<file path="src/rtl/hhve_pkg.sv">
`default_nettype none
package hhve_pkg;

  localparam int MAX_NAME_LEN_DEF = 16;
  localparam int QUEUE_DEPTH_DEF  = 4;
  localparam int NAME_BYTES       = 16;

  localparam logic [4:0] COUNT_MAX = 5'd31;

  localparam logic [1:0] REG_NAME_LOW  = 2'd0;
  localparam logic [1:0] REG_NAME_HIGH = 2'd1;
  localparam logic [1:0] REG_NAME_LEN  = 2'd2;

  localparam logic [7:0] CH_LF    = 8'h0A;
  localparam logic [7:0] CH_CR    = 8'h0D;
  localparam logic [7:0] CH_COLON = 8'h3A;
  localparam logic [7:0] CH_SP    = 8'h20;
  localparam logic [7:0] CH_TAB   = 8'h09;

  localparam logic [1:0] TYPE_UNKNOWN = 2'd0;

  localparam logic [8*5-1:0] PFX_HTTP    = "HTTP/";
  localparam logic [8*7-1:0] PFX_NOTIFY  = "NOTIFY ";
  localparam logic [8*9-1:0] PFX_MSEARCH = "M-SEARCH ";

  typedef enum logic [2:0] {
    PH_FIRST = 3'd0,
    PH_KEY   = 3'd1,
    PH_SKIP  = 3'd2,
    PH_LEAD  = 3'd3,
    PH_BODY  = 3'd4,
    PH_DONE  = 3'd5
  } phase_t;

  // one request's worth of results, emitted cr, byt, sum in that order
  typedef struct packed {
    logic       cr;
    logic       byt;
    logic       sum;
    logic [7:0] val;
    logic [1:0] ptype;
    logic       found;
  } bundle_t;

  function automatic logic [7:0] fold(input logic [7:0] b);
    logic [7:0] r;
    r = b;
    if (b >= 8'h61 && b <= 8'h7A) r = b - 8'd32;
    return r;
  endfunction

  function automatic logic [4:0] pfx_len(input logic [1:0] k);
    logic [4:0] r;
    case (k)
      2'd0:    r = 5'd5;
      2'd1:    r = 5'd7;
      2'd2:    r = 5'd9;
      default: r = 5'd0;
    endcase
    return r;
  endfunction

  function automatic logic [7:0] pfx_char(input logic [1:0] k, input logic [4:0] i);
    logic [7:0] r;
    int         j;
    r = 8'h00;
    j = int'(pfx_len(k)) - 1 - int'(i);
    if (j >= 0) begin
      case (k)
        2'd0:    r = PFX_HTTP[8*j +: 8];
        2'd1:    r = PFX_NOTIFY[8*j +: 8];
        2'd2:    r = PFX_MSEARCH[8*j +: 8];
        default: r = 8'h00;
      endcase
    end
    return r;
  endfunction

endpackage
`default_nettype wire

</file>
<file path="src/rtl/hhve_front.sv">
`default_nettype none
module hhve_front import hhve_pkg::*; #(
  parameter int MAX_NAME_LEN = MAX_NAME_LEN_DEF
) (
  input  wire logic        clk,
  input  wire logic        rst_n,
  input  wire logic        cfg_valid,
  input  wire logic [1:0]  cfg_index,
  input  wire logic [63:0] cfg_data,
  input  wire logic        accept,
  input  wire logic [7:0]  data_byte,
  input  wire logic        eop,
  output bundle_t          bundle,
  output logic             push
);

  logic [8*NAME_BYTES-1:0] name_r;
  logic [4:0]              name_len_r;

  phase_t     phase_r, phase_step, phase_nxt;
  logic [4:0] cnt_r, cnt_step, cnt_nxt;
  logic       km_r, km_step, km_nxt;
  logic [2:0] cand_r, cand_step, cand_nxt;
  logic [1:0] type_r, type_step, type_nxt;
  logic       found_r, found_step, found_nxt;
  logic       held_r, held_step, held_nxt;

  logic [4:0] eff_len;
  logic [4:0] cnt_inc;
  logic [7:0] name_ch;
  logic       cr_emit, byte_emit;

  assign eff_len = (name_len_r > 5'(MAX_NAME_LEN)) ? 5'(MAX_NAME_LEN) : name_len_r;
  assign cnt_inc = (cnt_r < COUNT_MAX) ? cnt_r + 5'd1 : cnt_r;
  assign name_ch = name_r[8*cnt_r[3:0] +: 8];

  // next state
  always_comb begin
    phase_step = phase_r;
    cnt_step   = cnt_r;
    km_step    = km_r;
    cand_step  = cand_r;
    type_step  = type_r;
    found_step = found_r;
    held_step  = held_r;
    case (phase_r)
      PH_FIRST: begin
        if (data_byte == CH_LF) begin
          phase_step = PH_KEY;
          cnt_step   = 5'd0;
          km_step    = 1'b1;
          held_step  = 1'b0;
        end else begin
          for (int k = 0; k < 3; k++) begin
            if (cand_r[k]) begin
              if (cnt_r >= pfx_len(2'(k)) || fold(data_byte) != pfx_char(2'(k), cnt_r)) begin
                cand_step[k] = 1'b0;
              end else if (cnt_r == pfx_len(2'(k)) - 5'd1) begin
                type_step = 2'(k + 1);
                cand_step = 3'b000;
              end
            end
          end
          cnt_step = cnt_inc;
        end
      end
      PH_KEY: begin
        if (data_byte == CH_LF) begin
          if (cnt_r == 5'd0 || (cnt_r == 5'd1 && held_r)) begin
            phase_step = PH_DONE;
          end else begin
            phase_step = PH_KEY;
            cnt_step   = 5'd0;
            km_step    = 1'b1;
            held_step  = 1'b0;
          end
        end else if (data_byte == CH_COLON) begin
          held_step = 1'b0;
          if (km_r && cnt_r == eff_len) begin
            found_step = 1'b1;
            phase_step = PH_LEAD;
          end else begin
            phase_step = PH_SKIP;
          end
        end else begin
          if (cnt_r >= eff_len || fold(data_byte) != fold(name_ch)) km_step = 1'b0;
          held_step = (data_byte == CH_CR);
          cnt_step  = cnt_inc;
        end
      end
      PH_SKIP: begin
        if (data_byte == CH_LF) begin
          phase_step = PH_KEY;
          cnt_step   = 5'd0;
          km_step    = 1'b1;
          held_step  = 1'b0;
        end
      end
      PH_LEAD: begin
        if (data_byte == CH_SP || data_byte == CH_TAB) begin
          phase_step = PH_LEAD;
        end else if (data_byte == CH_LF) begin
          phase_step = PH_DONE;
        end else begin
          held_step  = (data_byte == CH_CR);
          phase_step = PH_BODY;
        end
      end
      PH_BODY: begin
        if (data_byte == CH_LF) begin
          phase_step = PH_DONE;
          held_step  = 1'b0;
        end else begin
          held_step = (data_byte == CH_CR);
        end
      end
      default: ;
    endcase

    if (eop) begin
      phase_nxt = PH_FIRST;
      cnt_nxt   = 5'd0;
      km_nxt    = 1'b1;
      cand_nxt  = 3'b111;
      type_nxt  = TYPE_UNKNOWN;
      found_nxt = 1'b0;
      held_nxt  = 1'b0;
    end else begin
      phase_nxt = phase_step;
      cnt_nxt   = cnt_step;
      km_nxt    = km_step;
      cand_nxt  = cand_step;
      type_nxt  = type_step;
      found_nxt = found_step;
      held_nxt  = held_step;
    end
  end

  // outputs
  always_comb begin
    cr_emit   = (phase_r == PH_BODY) && held_r && (data_byte != CH_LF);
    byte_emit = ((phase_r == PH_LEAD) && data_byte != CH_SP && data_byte != CH_TAB &&
                 data_byte != CH_LF && data_byte != CH_CR) ||
                ((phase_r == PH_BODY) && data_byte != CH_LF && data_byte != CH_CR);
    bundle.cr    = cr_emit;
    bundle.byt   = byte_emit;
    bundle.sum   = eop;
    bundle.val   = data_byte;
    bundle.ptype = type_step;
    bundle.found = found_step;
    push         = accept && (cr_emit || byte_emit || eop);
  end

  always_ff @(posedge clk) begin
    if (!rst_n) begin
      phase_r    <= PH_FIRST;
      cnt_r      <= 5'd0;
      km_r       <= 1'b1;
      cand_r     <= 3'b111;
      type_r     <= TYPE_UNKNOWN;
      found_r    <= 1'b0;
      held_r     <= 1'b0;
      name_r     <= '0;
      name_len_r <= 5'd0;
    end else begin
      if (accept) begin
        phase_r <= phase_nxt;
        cnt_r   <= cnt_nxt;
        km_r    <= km_nxt;
        cand_r  <= cand_nxt;
        type_r  <= type_nxt;
        found_r <= found_nxt;
        held_r  <= held_nxt;
      end
      if (cfg_valid) begin
        case (cfg_index)
          REG_NAME_LOW:  name_r[63:0]   <= cfg_data;
          REG_NAME_HIGH: name_r[127:64] <= cfg_data;
          REG_NAME_LEN:  name_len_r     <= cfg_data[4:0];
          default: ;
        endcase
      end
    end
  end

endmodule
`default_nettype wire

</file>
<file path="src/rtl/hhve_queue.sv">
`default_nettype none
module hhve_queue import hhve_pkg::*; #(
  parameter int DEPTH = QUEUE_DEPTH_DEF
) (
  input  wire logic    clk,
  input  wire logic    rst_n,
  input  wire logic    push,
  input  wire bundle_t push_data,
  output logic         full,
  input  wire logic    pop,
  output logic         not_empty,
  output bundle_t      head
);

  localparam int AW = (DEPTH > 1) ? $clog2(DEPTH) : 1;
  localparam int CW = $clog2(DEPTH + 1);

  bundle_t         mem_r [DEPTH];
  logic [AW-1:0]   wr_r, wr_nxt, rd_r, rd_nxt;
  logic [CW-1:0]   count_r, count_nxt;
  logic            do_push, do_pop;

  assign full      = (count_r == CW'(DEPTH));
  assign not_empty = (count_r != '0);
  assign head      = mem_r[rd_r];
  assign do_push   = push && !full;
  assign do_pop    = pop && not_empty;

  always_comb begin
    wr_nxt    = wr_r;
    rd_nxt    = rd_r;
    count_nxt = count_r;
    if (do_push) wr_nxt = (wr_r == AW'(DEPTH - 1)) ? '0 : wr_r + AW'(1);
    if (do_pop)  rd_nxt = (rd_r == AW'(DEPTH - 1)) ? '0 : rd_r + AW'(1);
    if (do_push && !do_pop)      count_nxt = count_r + CW'(1);
    else if (!do_push && do_pop) count_nxt = count_r - CW'(1);
  end

  always_ff @(posedge clk) begin
    if (!rst_n) begin
      wr_r    <= '0;
      rd_r    <= '0;
      count_r <= '0;
    end else begin
      wr_r    <= wr_nxt;
      rd_r    <= rd_nxt;
      count_r <= count_nxt;
    end
  end

  always_ff @(posedge clk) begin
    if (do_push) mem_r[wr_r] <= push_data;
  end

endmodule
`default_nettype wire

</file>
<file path="src/rtl/hhve_back.sv">
`default_nettype none
module hhve_back import hhve_pkg::*; (
  input  wire logic        clk,
  input  wire logic        rst_n,
  input  wire logic        q_valid,
  input  wire bundle_t     q_head,
  output logic             q_pop,
  output logic             out_tvalid,
  input  wire logic        out_tready,
  output logic [15:0]      out_tdata,
  output logic             out_tuser,
  output logic             out_tlast
);

  bundle_t    cur_r, cur_nxt;
  logic [2:0] mask_r, mask_nxt, mask_left;
  logic       fire;
  logic [7:0] val;
  logic [1:0] ptype;
  logic       found, kind;

  assign out_tvalid = (mask_r != 3'b000);
  assign fire       = out_tvalid && out_tready;

  always_comb begin
    kind  = 1'b0;
    val   = 8'h00;
    ptype = 2'd0;
    found = 1'b0;
    mask_left = mask_r;
    if (mask_r[2]) begin
      val = CH_CR;
      mask_left[2] = 1'b0;
    end else if (mask_r[1]) begin
      val = cur_r.val;
      mask_left[1] = 1'b0;
    end else if (mask_r[0]) begin
      kind  = 1'b1;
      ptype = cur_r.ptype;
      found = cur_r.found;
      mask_left[0] = 1'b0;
    end
    out_tdata = {5'b0, found, ptype, val};
    out_tuser = kind;
    out_tlast = (mask_left == 3'b000);

    if (!fire) mask_left = mask_r;
    q_pop    = (mask_left == 3'b000) && q_valid;
    cur_nxt  = q_pop ? q_head : cur_r;
    mask_nxt = q_pop ? {q_head.cr, q_head.byt, q_head.sum} : mask_left;
  end

  always_ff @(posedge clk) begin
    if (!rst_n) mask_r <= 3'b000;
    else        mask_r <= mask_nxt;
  end

  always_ff @(posedge clk) begin
    cur_r <= cur_nxt;
  end

endmodule
`default_nettype wire

</file>
<file path="src/rtl/http_header_value_extractor.sv">
`default_nettype none
// Streams the value of one configured header out of HTTP/SSDP packet text, one byte per
// input request, and closes each packet with a summary (packet type and found flag).
// An input byte is taken every cycle as long as the result queue has room; one byte
// causes up to three results (a held CR, the value byte, the summary), and the output
// side drains them at one per cycle while out_tready is high, so the sustained rate is
// one byte per cycle while bytes yield at most one result each and out_tready stays
// high. The QUEUE_DEPTH-entry result queue between the parser and the output serializer
// sets how long either side may stall before the other one waits.
module http_header_value_extractor import hhve_pkg::*; #(
  parameter int MAX_NAME_LEN = MAX_NAME_LEN_DEF,
  parameter int QUEUE_DEPTH  = QUEUE_DEPTH_DEF
) (
  input  wire logic        clk,
  input  wire logic        rst_n,
  input  wire logic        in_tvalid,
  output logic             in_tready,
  input  wire logic [7:0]  in_tdata,   // data_byte
  input  wire logic        in_tlast,   // end_of_packet
  output logic             out_tvalid,
  input  wire logic        out_tready,
  output logic [15:0]      out_tdata,  // value_byte[7:0], packet_type[9:8], header_found[10]
  output logic             out_tuser,  // result_kind
  output logic             out_tlast,  // last_of_run
  input  wire logic        cfg_valid,
  output logic             cfg_ready,
  input  wire logic [1:0]  cfg_index,
  input  wire logic [63:0] cfg_data
);

  bundle_t bundle, head;
  logic    push, full, pop, not_empty, accept;

  assign cfg_ready = 1'b1;
  assign in_tready = !full;
  assign accept    = in_tvalid && in_tready;

  hhve_front #(.MAX_NAME_LEN(MAX_NAME_LEN)) u_front (
    .clk       (clk),
    .rst_n     (rst_n),
    .cfg_valid (cfg_valid),
    .cfg_index (cfg_index),
    .cfg_data  (cfg_data),
    .accept    (accept),
    .data_byte (in_tdata),
    .eop       (in_tlast),
    .bundle    (bundle),
    .push      (push)
  );

  hhve_queue #(.DEPTH(QUEUE_DEPTH)) u_queue (
    .clk       (clk),
    .rst_n     (rst_n),
    .push      (push),
    .push_data (bundle),
    .full      (full),
    .pop       (pop),
    .not_empty (not_empty),
    .head      (head)
  );

  hhve_back u_back (
    .clk        (clk),
    .rst_n      (rst_n),
    .q_valid    (not_empty),
    .q_head     (head),
    .q_pop      (pop),
    .out_tvalid (out_tvalid),
    .out_tready (out_tready),
    .out_tdata  (out_tdata),
    .out_tuser  (out_tuser),
    .out_tlast  (out_tlast)
  );

endmodule
`default_nettype wire
</file>
<file path="config.mk">
export PLATFORM = sky130hd
export DESIGN_NAME = http_header_value_extractor
export DESIGN_NICKNAME = d
export VERILOG_FILES = /design/src/rtl/hhve_pkg.sv /design/src/rtl/hhve_front.sv /design/src/rtl/hhve_queue.sv /design/src/rtl/hhve_back.sv /design/src/rtl/http_header_value_extractor.sv
export SDC_FILE = /design/constraint.sdc
export NUM_CORES = 1
export LEC_CHECK = 0
export BUFFER_PORTS_ARGS = -buffer_cell sky130_fd_sc_hd__clkbuf_2
export CAP_MARGIN = 20
export CORE_MARGIN = 2
export CORE_UTILIZATION = 45
export DETAILED_ROUTE_END_ITERATION = 16
export GPL_ROUTABILITY_DRIVEN = 0
export MAX_ROUTING_LAYER = met4
export PLACE_DENSITY_LB_ADDON = 0.05
export REMOVE_ABC_BUFFERS = 1
export SLEW_MARGIN = 40
export SYNTH_ARGS = -nofsm -noshare
export SYNTH_HDL_FRONTEND = slang
export SYNTH_HIERARCHICAL = 1
export SYNTH_SLANG_ARGS = --single-unit
</file>
<file path="constraint.sdc">
create_clock -name clk -period 5.4 [get_ports clk]
set_input_delay 1.62 -clock clk [delete_from_list [all_inputs] [get_ports clk]]
set_output_delay 1.62 -clock clk [all_outputs]
set_load 0.005 [all_outputs]
</file>
==> results of run 1 <==
cells in the final DEF (no fill, tap or decap), types with 6 or more instances in the layout:
| cell type | n |
|---|---|
| nand2_1 | 317 |
| dfxtp_1 | 158 |
| a21boi_0 | 133 |
| clkbuf_2 | 93 |
| edfxtp_1 | 67 |
| mux4_2 | 39 |
| nor2_1 | 34 |
| a21oi_1 | 28 |
| o21ai_0 | 27 |
| mux2i_1 | 27 |
| clkbuf_16 | 25 |
| nor2b_1 | 24 |
| and2_1 | 22 |
| nand3_1 | 19 |
| ha_1 | 18 |
| inv_1 | 17 |
| buf_4 | 15 |
| xnor2_1 | 11 |
| o22ai_1 | 10 |
| clkbuf_1 | 8 |
| and3_1 | 8 |
| xor2_1 | 8 |
| clkbuf_8 | 7 |
| nand2b_1 | 7 |
| o221ai_1 | 7 |
| nor3_1 | 7 |
| conb_1 | 6 |
| a21o_1 | 6 |
| o21ai_1 | 6 |
| nand4_1 | 6 |
| nor4_1 | 6 |
critical path: stages:
cell      delay, ns
clkbuf_2       0.26
nor4bb_1       0.24
a21oi_1        0.16
or4_1          0.17
a31oi_1        0.10
nor2_1         0.28
o31a_1         0.15
nor2b_1        0.41
ha_1           0.26
inv_1          0.07
fa_1           0.42
xor2_1         0.16
or3_1          0.30
a21boi_0       0.16
how the worst min path moves through the flow:
stage	to	from	depth (start not counted)	slack (ns)
after CTS	u_front/name_r[30]$_SDFFE_PN0P_	u_front/name_r[30]$_SDFFE_PN0P_	2	0.46
final	u_front/name_r[36]$_SDFFE_PN0P_	u_front/name_r[36]$_SDFFE_PN0P_	2	0.46
after detailed placement	u_front/name_r[30]$_SDFFE_PN0P_	u_front/name_r[30]$_SDFFE_PN0P_	2	0.46
after global placement	u_front/name_r[114]$_SDFFE_PN0P_	u_front/name_r[114]$_SDFFE_PN0P_	2	0.45
after floorplan	u_front/cand_r[1]$_SDFFE_PN1P_	u_front/cand_r[1]$_SDFFE_PN1P_	1	0.44
after global routing	u_front/name_r[50]$_SDFFE_PN0P_	u_front/name_r[50]$_SDFFE_PN0P_	2	0.48
power by group through the flow:
stage	Sequential [uW]	Clock [uW]	Combinational, uW
finish	2020	1630	785
global route	2040	1750	872
CTS	2030	1670	788
detailed placement	2070	0	786
global placement	2060	0	781
floorplan	2040	0	532
layout make-up:
| cell class | instances | area [um2] |
|---|---|---|
| clock buffers | 40 | 752.0 |
| flip-flops and latches | 228 | 5241 |
| repair buffers | 110 | 625.6 |
| multi-input cells | 914 | 6287 |
| inverters | 19 | 71.32 |
| fillers | 2519 | 13290 |
| well taps | 341 | 426.7 |
| clock inverters | 5 | 27.53 |
flip-flops by register name, indices dropped and copies added (netlist names), named ones only:
register / cells
u_front/km_r: 1
u_front/type_r: 2
u_front/found_r: 1
u_back/cur_r: 11
u_front/cand_r: 3
u_front/name_r: 128
u_front/name_len_r: 5
u_front/cnt_r: 5
u_queue/rd_r: 2
u_front/held_r: 1
u_queue/count_r: 3
u_back/mask_r: 3
u_front/phase_r: 3
u_queue/wr_r: 2
u_queue/mem_r: 56
layer usage:
metal / global-route usage (%) / vias up / part of all wire (%)
met3: 2.595 / 43 / 4.1
met1: 27.86 / 4424 / 47
li1: - / 4544 / -
met4: 5.322 / 0 / 2.1
met5: - / - / 0
met2: 35.41 / 200 / 47
stage by stage:
stage	instance area [um2]	std cells	util, %	TNS, ns	hold WS (ns)
after global placement	12590	1610	47.10	0	0.4470
after global routing	13430	1657	50.26	0	0.4764
after floorplan	11560	1161	-	-0.4327	0.4353
after detailed placement	12600	1610	47.13	0	0.4552
after CTS	13380	1655	50.05	0	0.4636
final	13430	1657	50.26	0	0.4601
logic make-up after synthesis:
logic type / share of synthesized area (%)
xor+xnor: 1.757
simple gates: 19.20
compound gates: 17.92
fa+ha+maj: 2.014
mux: 10.33
other cells: 0.06169
flops: 43.00
buf+inv: 5.714
==> qor.csv, run 1 <==
metric,value,unit
cap_viol_max_count,0,
swShare,27.33,%
grt_pass1_wl,47.73,mm
post-route-drc-count,0,
reg2reg_from,u_front/cnt_r[0]$_SDFFE_PN0P_,
drive_above_1_share,17.48,%
cts.sinks,228,
critPathLaunchType,input port,
reg2reg_to,u_queue/mem_r[1][2]$_DFFE_PP_,
synth.distinct_cells,95,
r2r_cells,10,
coreArea,26730,um2
antenna_left,0,
nets,1397,
firstDrtPassIters,5,
p_comb_share,17.7,%
synth.top_cells.by_area,"dfxtp_1 (26%), edfxtp_1 (17%), nand2_1 (9.8%)",
finalMaxSlewViolations,0,
first_iter_violations,590,
cts_setup_buffers,0,
initial_utilization,45.55,%
regToRegSetupSlack,1.51,ns
switching_power,1214,uW
synth_top_area_share,26.47,%
htreeDepth,1,
syn_area,12170,um2
fin_ws,1.074,ns
clkTransAtPathRegs,0.06,ns
synth-edff-count,67,
crit_path_end,u_queue/count_r[2]$_SDFFE_PN0P_,
yosys_warnings,6,
avgSynthCellArea,9.594,um2
diodes,0,
grt_max_degree,83,
p_clk_share,36.7,%
crit_fanout,17,
worst_setup_path_end_kind,flip-flop,
cp.required,5.85,ns
min_path_type,reg -> reg,
finalCriticalPeriod,4.326,ns
vdd_drop_max,0.0001979,V
status,completed,
antenna_found_initial,0,
die_w,168.5,um
cts_tree,yes,
row_count,60,
layout_worst_path_cycle_share,80.11,%
dieArea,28390,um2
ios,101,
cts_root_buf,clkbuf_16,
rsz0062_at_grt,no,
ys_ff_latch,228,
vias,9211,
finClkSkew,0.01789,ns
clock_path_buffers,3,
vias_per_cell,5.559,
worst_pin_slew,0.8025,ns
startpoint,in_tdata[0],
cts-hold-fix-buffers,0,
arrival,4.77,ns
post-synth-top-count-cell,nand2_1,
p_leak,0.004876,uW
grt_pass1_vias,8887,
path_class,in -> reg,
fmax,231.2,MHz
clk_latency,0.53,ns
track_usage,21.29,%
port_buffers,94,
synthTopCellsByCount,"nand2_1 (317), dfxtp_1 (161), a21boi_0 (133)",
p_per_area,330.6,nW/um2
netlist_instances,1269,
finalWirelength,29.30,mm
wl_per_cell,17.68,um
syn2layout_area_growth,10.33,%
finalHoldViolations,0,
synth_top_flop_cell,dfxtp_1,
setup_viol,0,
post-place-ws,0.5131,ns
power,4441,uW
p_int,3227,uW
async_flop_share,0,%
numCtsBuffers,25,
cts_resized,0,
seq_power_share,45.6,%
grt_overflow_total,0,
die_h,168.5,um
ys_seq_area_share,43.00,%
synth_top_area_cell,dfxtp_1,
relSlewSlack,46.50,%
dpl.hpwl,19.31,mm
No activity file was read; power rests on OpenSTA's default activity.
==> run 2, diff against run 1 <==
- clock period: 5.4 -> 3.6 ns (I/O delays scaled with it)
==> run 2 against run 1 <==
Flip-flop and latch count is the same. Non-clock buffer count grew 47. Routed wire length grew 0.97%. Critical endpoint unchanged.
==> qor.csv, run 2 (same netlist as run 1, synthesis figures left out) <==
metric,value,unit,change
coreArea,26730,um2,unchanged
nets,1445,,+3.4%
tns,0,ns,unchanged
ios,101,,unchanged
die_w,168.5,um,unchanged
drive_above_1_share,20.16,%,+2.7 points
wl_per_cell,17.35,um,-1.9%
cts_setup_buffers,0,,unchanged
dpl.hpwl,19.96,mm,+3.4%
numCtsBuffers,26,,+4.0%
critPathLaunchType,input port,,
antenna_found_initial,0,,unchanged
min_path_cells,2,,unchanged
clock_path_buffers,3,,unchanged
grt_max_degree,95,,+14%
arrival,3.83,ns,-0.94 ns
dieArea,28390,um2,unchanged
cts.sinks,228,,unchanged
postPlaceCellArea,13070,um2,+3.7%
post-route-drc-count,0,,unchanged
cts_root_buf,clkbuf_16,,
min_to,u_front/name_r[114]$_SDFFE_PN0P_,,
r2r_cells,10,,unchanged
clkTransAtPathRegs,0.06,ns,about the same
track_usage,21.65,%,+0.36 points
vias,9348,,+1.5%
cap_viol_max_count,0,,unchanged
p_per_area,487.8,nW/um2,+48%
relSlewSlack,45.60,%,-0.90 points
diodes,0,,unchanged
die_h,168.5,um,unchanged
worst_pin_slew,0.8090,ns,+0.006576 ns
first_iter_violations,509,,-14%
layout_worst_path_cycle_share,93.58,%,
setup_viol,0,,unchanged
grt_pass1_vias,9174,,+3.2%
clk_latency,0.53,ns,about the same
cp.required,4.06,ns,-1.79 ns
regToRegSetupSlack,0.25,ns,-1.26 ns
worst_setup_path_end_kind,flip-flop,,
path_class,in -> reg,,
final_util,51.91,%,+1.7 points
port_buffers,94,,unchanged
htreeDepth,1,,unchanged
cts_tree,yes,,
row_count,60,,unchanged
finClkSkew,0.02082,ns,+0.002927 ns
min_path_type,reg -> reg,,
crit_fanout,3,,-14
largest_reg_flops,128,,unchanged
regMostFlops,u_front/name_r,,
hp-start,u_front/name_r[114]$_SDFFE_PN0P_,,
fin_area,13870,um2,+3.3%
reg2reg_to,u_queue/mem_r[0][2]$_DFFE_PP_,,
status,completed,,
grt_overflow_total,0,,unchanged
vias_per_cell,5.483,,-1.4%
reg2reg_from,u_front/cnt_r[1]$_SDFFE_PN0P_,,
syn2layout_area_growth,13.97,%,
antenna_left,0,,unchanged
firstDrtPassIters,5,,unchanged
finalHoldViolations,0,,unchanged
rsz0062_at_grt,no,,
final_cell_mix,"nand2_1 (317), dfxtp_1 (159), a21boi_0 (133)",,
grt_pass1_wl,48.54,mm,+1.7%
finalWirelength,29.59,mm,+0.97%
finalMaxSlewViolations,0,,unchanged
fmax,296.8,MHz,
initial_utilization,45.55,%,unchanged
cts-hold-fix-buffers,0,,unchanged
vdd_drop_max,0.0002891,V,+46%
final_common_cell,nand2_1,,
finalCriticalPeriod,3.369,ns,
p_leak,0.005120,uW,+5.0%
reg_top3,"u_front/name_r x128, u_queue/mem_r x56, u_back/cur_r x11",,
## run 2: changes by cell type in the layout (fill, tap and decap cells not counted), moves of 2 or more
cell / change
buf_4: +40
buf_12: +8
clkbuf_16: +2
clkinv_1: +3
clkbuf_8: -3
## run 2: stage by stage
step                      hold WS [ns]  cells  worst slack, ns  power, uW
after floorplan                 0.4353   1161           -1.491       3858
after global placement          0.4478   1659          -0.3384       4342
after detailed placement        0.4555   1659          -0.3688       4369
after CTS                       0.4635   1705           0.1916       6861
after global routing            0.4806   1705          0.01033       7108
final                           0.4589   1705           0.2313       6768
## run 2: cell type report
type | count | area [um2]
Tap cell | 341 | 426.7
Multi-Input combinational cell | 914 | 6284
Clock inverter | 7 | 33.78
Timing Repair Buffer | 157 | 1059
Inverter | 19 | 71.32
Clock buffer | 39 | 760.7
Fill cell | 2518 | 12850
Sequential cell | 228 | 5240
## run 2: worst max-delay path by stage
stage,from,to,slack (ns),depth (start not counted)
2_1_floorplan,u_front/cnt_r[0]$_SDFFE_PN0P_,u_queue/mem_r[0][2]$_DFFE_PP_,-1.49,10
3_3_place_gp,in_tdata[6],u_queue/count_r[2]$_SDFFE_PN0P_,-0.34,14
3_5_place_dp,in_tdata[6],u_queue/count_r[2]$_SDFFE_PN0P_,-0.37,14
4_1_cts,in_tdata[6],u_queue/count_r[2]$_SDFFE_PN0P_,0.19,14
5_1_grt,in_tdata[6],u_queue/count_r[2]$_SDFFE_PN0P_,0.01,16
6_report,in_tdata[6],u_queue/count_r[2]$_SDFFE_PN0P_,0.23,14
## run 2: power breakdown
group / internal (uW) / switching (uW) / total, uW
registers: 2870 / 112 / 2980
logic: 619 / 701 / 1320
clock network: 1440 / 1020 / 2470
total: 4930 / 1840 / 6770
## run 2: repair_timing
action,4_1_cts,5_1_grt
gates resized for setup,0,2
setup endpoints to repair,0,1
hold endpoints to repair,0,0
## run 2: routing by layer
metal / track usage, % / wire, um
met5: - / 0
met4: 4.423 / 471
met2: 36.75 / 14050
met1: 27.98 / 13770
met3: 2.852 / 1290
## run 2: worst max-delay path, stage by stage
cell	delay [ns]
clkbuf_2	0.11
nor4bb_2	0.36
a21oi_1	0.10
or4_1	0.49
a31oi_1	0.20
nor2_1	0.08
o31a_1	0.24
nor2b_1	0.15
ha_1	0.22
inv_1	0.08
fa_1	0.18
xor2_1	0.07
or3_1	0.30
a21boi_0	0.16
==> run 3, diff against run 2 <==
- ABC_AREA: not set -> 1
- CORE_UTILIZATION: 45 -> 54
==> run 3 against run 2 <==
Cell count increased by 17%. Worst hold slack got worse by 0.011 ns. Power increased by 18%. Worst setup slack improved by 0.31 ns. Non-clock buffer count decreased by 21. Via count increased by 15%. First-iteration DRC count increased by 54%. Core utilization increased by 9.5 points. Count of clock-buffer cells in the layout decreased by 13. Flip-flop and latch count unchanged. Critical endpoint is now u_queue/mem_r[0][2]$_DFFE_PP_. Largest cell class unchanged.
==> qor.csv, run 3 <==
metric,value,unit,change
wl_per_cell,15.68,um,-9.6%
ys_seq_area_share,44.42,%,+1.4 points
syn2layout_area_growth,12.68,%,
cts.sinks,228,,unchanged
coreArea,21620,um2,-19%
ys_ff_latch,228,,unchanged
crit_top_cell,inv_1,,
clock_path_buffers,3,,unchanged
syn_area,11790,um2,-3.2%
cts_resized,0,,unchanged
critPathMaxStageDelay,0.61,ns,+0.12 ns
cts_tree,yes,,
finalWirelength,31.24,mm,+5.6%
r2r_cells,13,,+3
finalHoldWorstSlack,0.4476,ns,-0.01129 ns
ios,101,,unchanged
reg_top3,"u_front/name_r x128, u_queue/mem_r x56, u_back/cur_r x11",,
reg2reg_from,u_front/cnt_r[1]$_SDFFE_PN0P_,,
dieArea,23020,um2,-19%
firstDrtPassIters,5,,unchanged
finalMaxSlewViolations,0,,unchanged
synth-edff-count,67,,unchanged
reg2reg_to,u_queue/mem_r[0][2]$_DFFE_PP_,,
antenna_left,0,,unchanged
vias_per_cell,5.408,,-1.4%
die_h,151.7,um,-9.9%
p_leak,0.006005,uW,+17%
final_common_cell,nor2_1,,
post-route-drc-count,0,,unchanged
arrival,3.33,ns,-0.50 ns
p_per_area,600.3,nW/um2,+23%
synth.distinct_cells,53,,-44%
fmax,326.9,MHz,+10%
dpl.hpwl,21.24,mm,+6.4%
nFillCells,2048,,-19%
startpoint,u_front/cnt_r[1]$_SDFFE_PN0P_,,
rsz0062_at_grt,no,,
vias,10770,,+15%
first_iter_violations,782,,+54%
min_path_type,reg -> reg,,
grt_pass1_wl,50.88,mm,+4.8%
synth_top_flop_cell,dfxtp_1,,
finClkSkew,0.01138,ns,-0.009439 ns
diodes,0,,unchanged
cts_setup_buffers,0,,unchanged
layout_worst_path_cycle_share,84.97,%,-8.6 points
antenna_found_initial,0,,unchanged
synthTopCellsByCount,"nor2_1 (401), nand2_1 (255), o21ai_0 (200)",,
drive_above_1_share,13.61,%,-6.6 points
synth.top_cells.by_area,"dfxtp_1 (27%), edfxtp_1 (17%), nor2_1 (13%)",,
finalCriticalPeriod,3.059,ns,-0.3099 ns
synth_top_area_cell,dfxtp_1,,
synth_top_area_share,27.35,%,+0.87 points
grt_pass1_vias,10330,,+13%
cap_viol_max_count,0,,unchanged
regMostFlops,u_front/name_r,,
fin_cells,1992,,+17%
grt_overflow_total,0,,unchanged
avgSynthCellArea,7.243,um2,-24%
power,7971,uW,+18%
crit_path_end,u_queue/mem_r[0][2]$_DFFE_PP_,,
path_class,reg -> reg,,
row_count,54,,-10%
numCtsBuffers,25,,-3.8%
nets,1792,,+24%
worst_pin_slew,0.6476,ns,-0.1615 ns
clkTransAtPathRegs,0.06,ns,about the same
status,completed,,
worst_path_max_delay_cell,ha_1,,
port_buffers,94,,unchanged
cts-hold-fix-buffers,0,,unchanged
final_cell_mix,"nor2_1 (399), nand2_1 (255), o21ai_0 (200)",,
crit_chain,inv_1 > ha_1 > inv_1 > nand2_1 > inv_1 > nor3_1 > or2_2 > nand3_1 > nor2_2 > nand3_2 > nand2_1 > nand4_1 > and2_1,,
largest_reg_flops,128,,unchanged
clk_latency,0.53,ns,about the same
initial_utilization,54.51,%,+9.0 points
relSlewSlack,56.76,%,+11 points
htreeDepth,1,,unchanged
crit_fanout,10,,+7
setup_viol,0,,unchanged
grt_max_degree,79,,-17%
finalHoldViolations,0,,unchanged
track_usage,28.29,%,+6.6 points
worst_setup_path_end_kind,flip-flop,,
cp.required,3.87,ns,-0.19 ns
critPathLaunchType,flip-flop,,
regToRegSetupSlack,0.54,ns,+0.29 ns
die_w,151.7,um,-9.9%
cts_root_buf,clkbuf_16,,
placed_cells,1946,,+17%
vdd_drop_max,0.0003907,V,+35%
async_flop_share,0,%,unchanged
netlist_instances,1627,,+28%
post-synth-top-count-cell,nor2_1,,
yosys_warnings,6,,unchanged
run 3: changes by cell type after synthesis, moves of 38 or more:
cell,previous run,this run
a21boi_0,133,0
a21oi_1,28,66
inv_1,17,122
mux4_2,39,0
nand2_1,317,255
nand3_1,19,61
nor2_1,35,401
o21ai_0,27,200
run 3: layout make-up:
type	count	area [um2]	share of cell area, %
well taps	280	350.3	2.638
flip-flops and latches	228	5239	39.45
clock inverters	20	215.2	1.621
repair buffers	136	863.3	6.501
inverters	137	514.2	3.873
clock buffers	26	629.4	4.739
multi-input cells	1165	5468	41.18
run 3: kinds of logic (layout without fill, tap and decap cells):
group	Yosys count	in the layout	synth area share [%]
fa+ha+maj	19	19	2.081
other cells	2	6	0.06372
buf+inv	238	319	9.396
simple gates	802	802	28.16
compound gates	334	334	15.59
xor+xnor	4	4	0.2972
flops	228	228	44.42
run 3: power by group:
part / internal (uW) / leakage, uW / switching, uW / total, uW
combinational: 742 / 0.00364 / 1480 / 2230
sequential: 2950 / 0.00194 / 165 / 3110
clock: 1560 / 0.000418 / 1070 / 2630
total: 5250 / 0.00600 / 2720 / 7970
run 3: critical path, delay by kind of cell (launching register included):
kind | cells | cell delay, ns
simple gates | 9 | 1.34
fa+ha+maj | 1 | 0.61
flops | 1 | 0.56
buf+inv | 3 | 0.29
run 3: through the flow:
stage	setup TNS [ns]	setup WS [ns]	instance area, um2	util, %
global route	0	0.3629	13280	61.42
global placement	0	0.08376	12430	57.51
detailed placement	0	0.01931	12430	57.51
finish	0	0.5412	13280	61.42
CTS	0	0.5705	13280	61.42
floorplan	-134.36	-1.304	11210	-
run 3: worst min-delay path by stage:
stage / slack (ns) / cells past startpoint / end / startpoint
6_report: 0.45 / 2 / u_front/km_r$_SDFFE_PN1P_ / u_front/km_r$_SDFFE_PN1P_
5_1_grt: 0.47 / 2 / u_front/km_r$_SDFFE_PN1P_ / u_front/km_r$_SDFFE_PN1P_
4_1_cts: 0.45 / 2 / u_front/km_r$_SDFFE_PN1P_ / u_front/km_r$_SDFFE_PN1P_
3_5_place_dp: 0.44 / 2 / u_front/km_r$_SDFFE_PN1P_ / u_front/km_r$_SDFFE_PN1P_
3_3_place_gp: 0.44 / 2 / u_front/name_r[75]$_SDFFE_PN0P_ / u_front/name_r[75]$_SDFFE_PN0P_
2_1_floorplan: 0.42 / 2 / u_front/km_r$_SDFFE_PN1P_ / u_front/km_r$_SDFFE_PN1P_
run 3: routing by layer:
layer	up-vias	part of all wire, %	global-route usage [%]
li1	5437	-	-
met1	4906	43	34.83
met2	359	49	49.26
met3	70	5.8	3.174
met4	0	2.6	8.102
met5	-	0	-
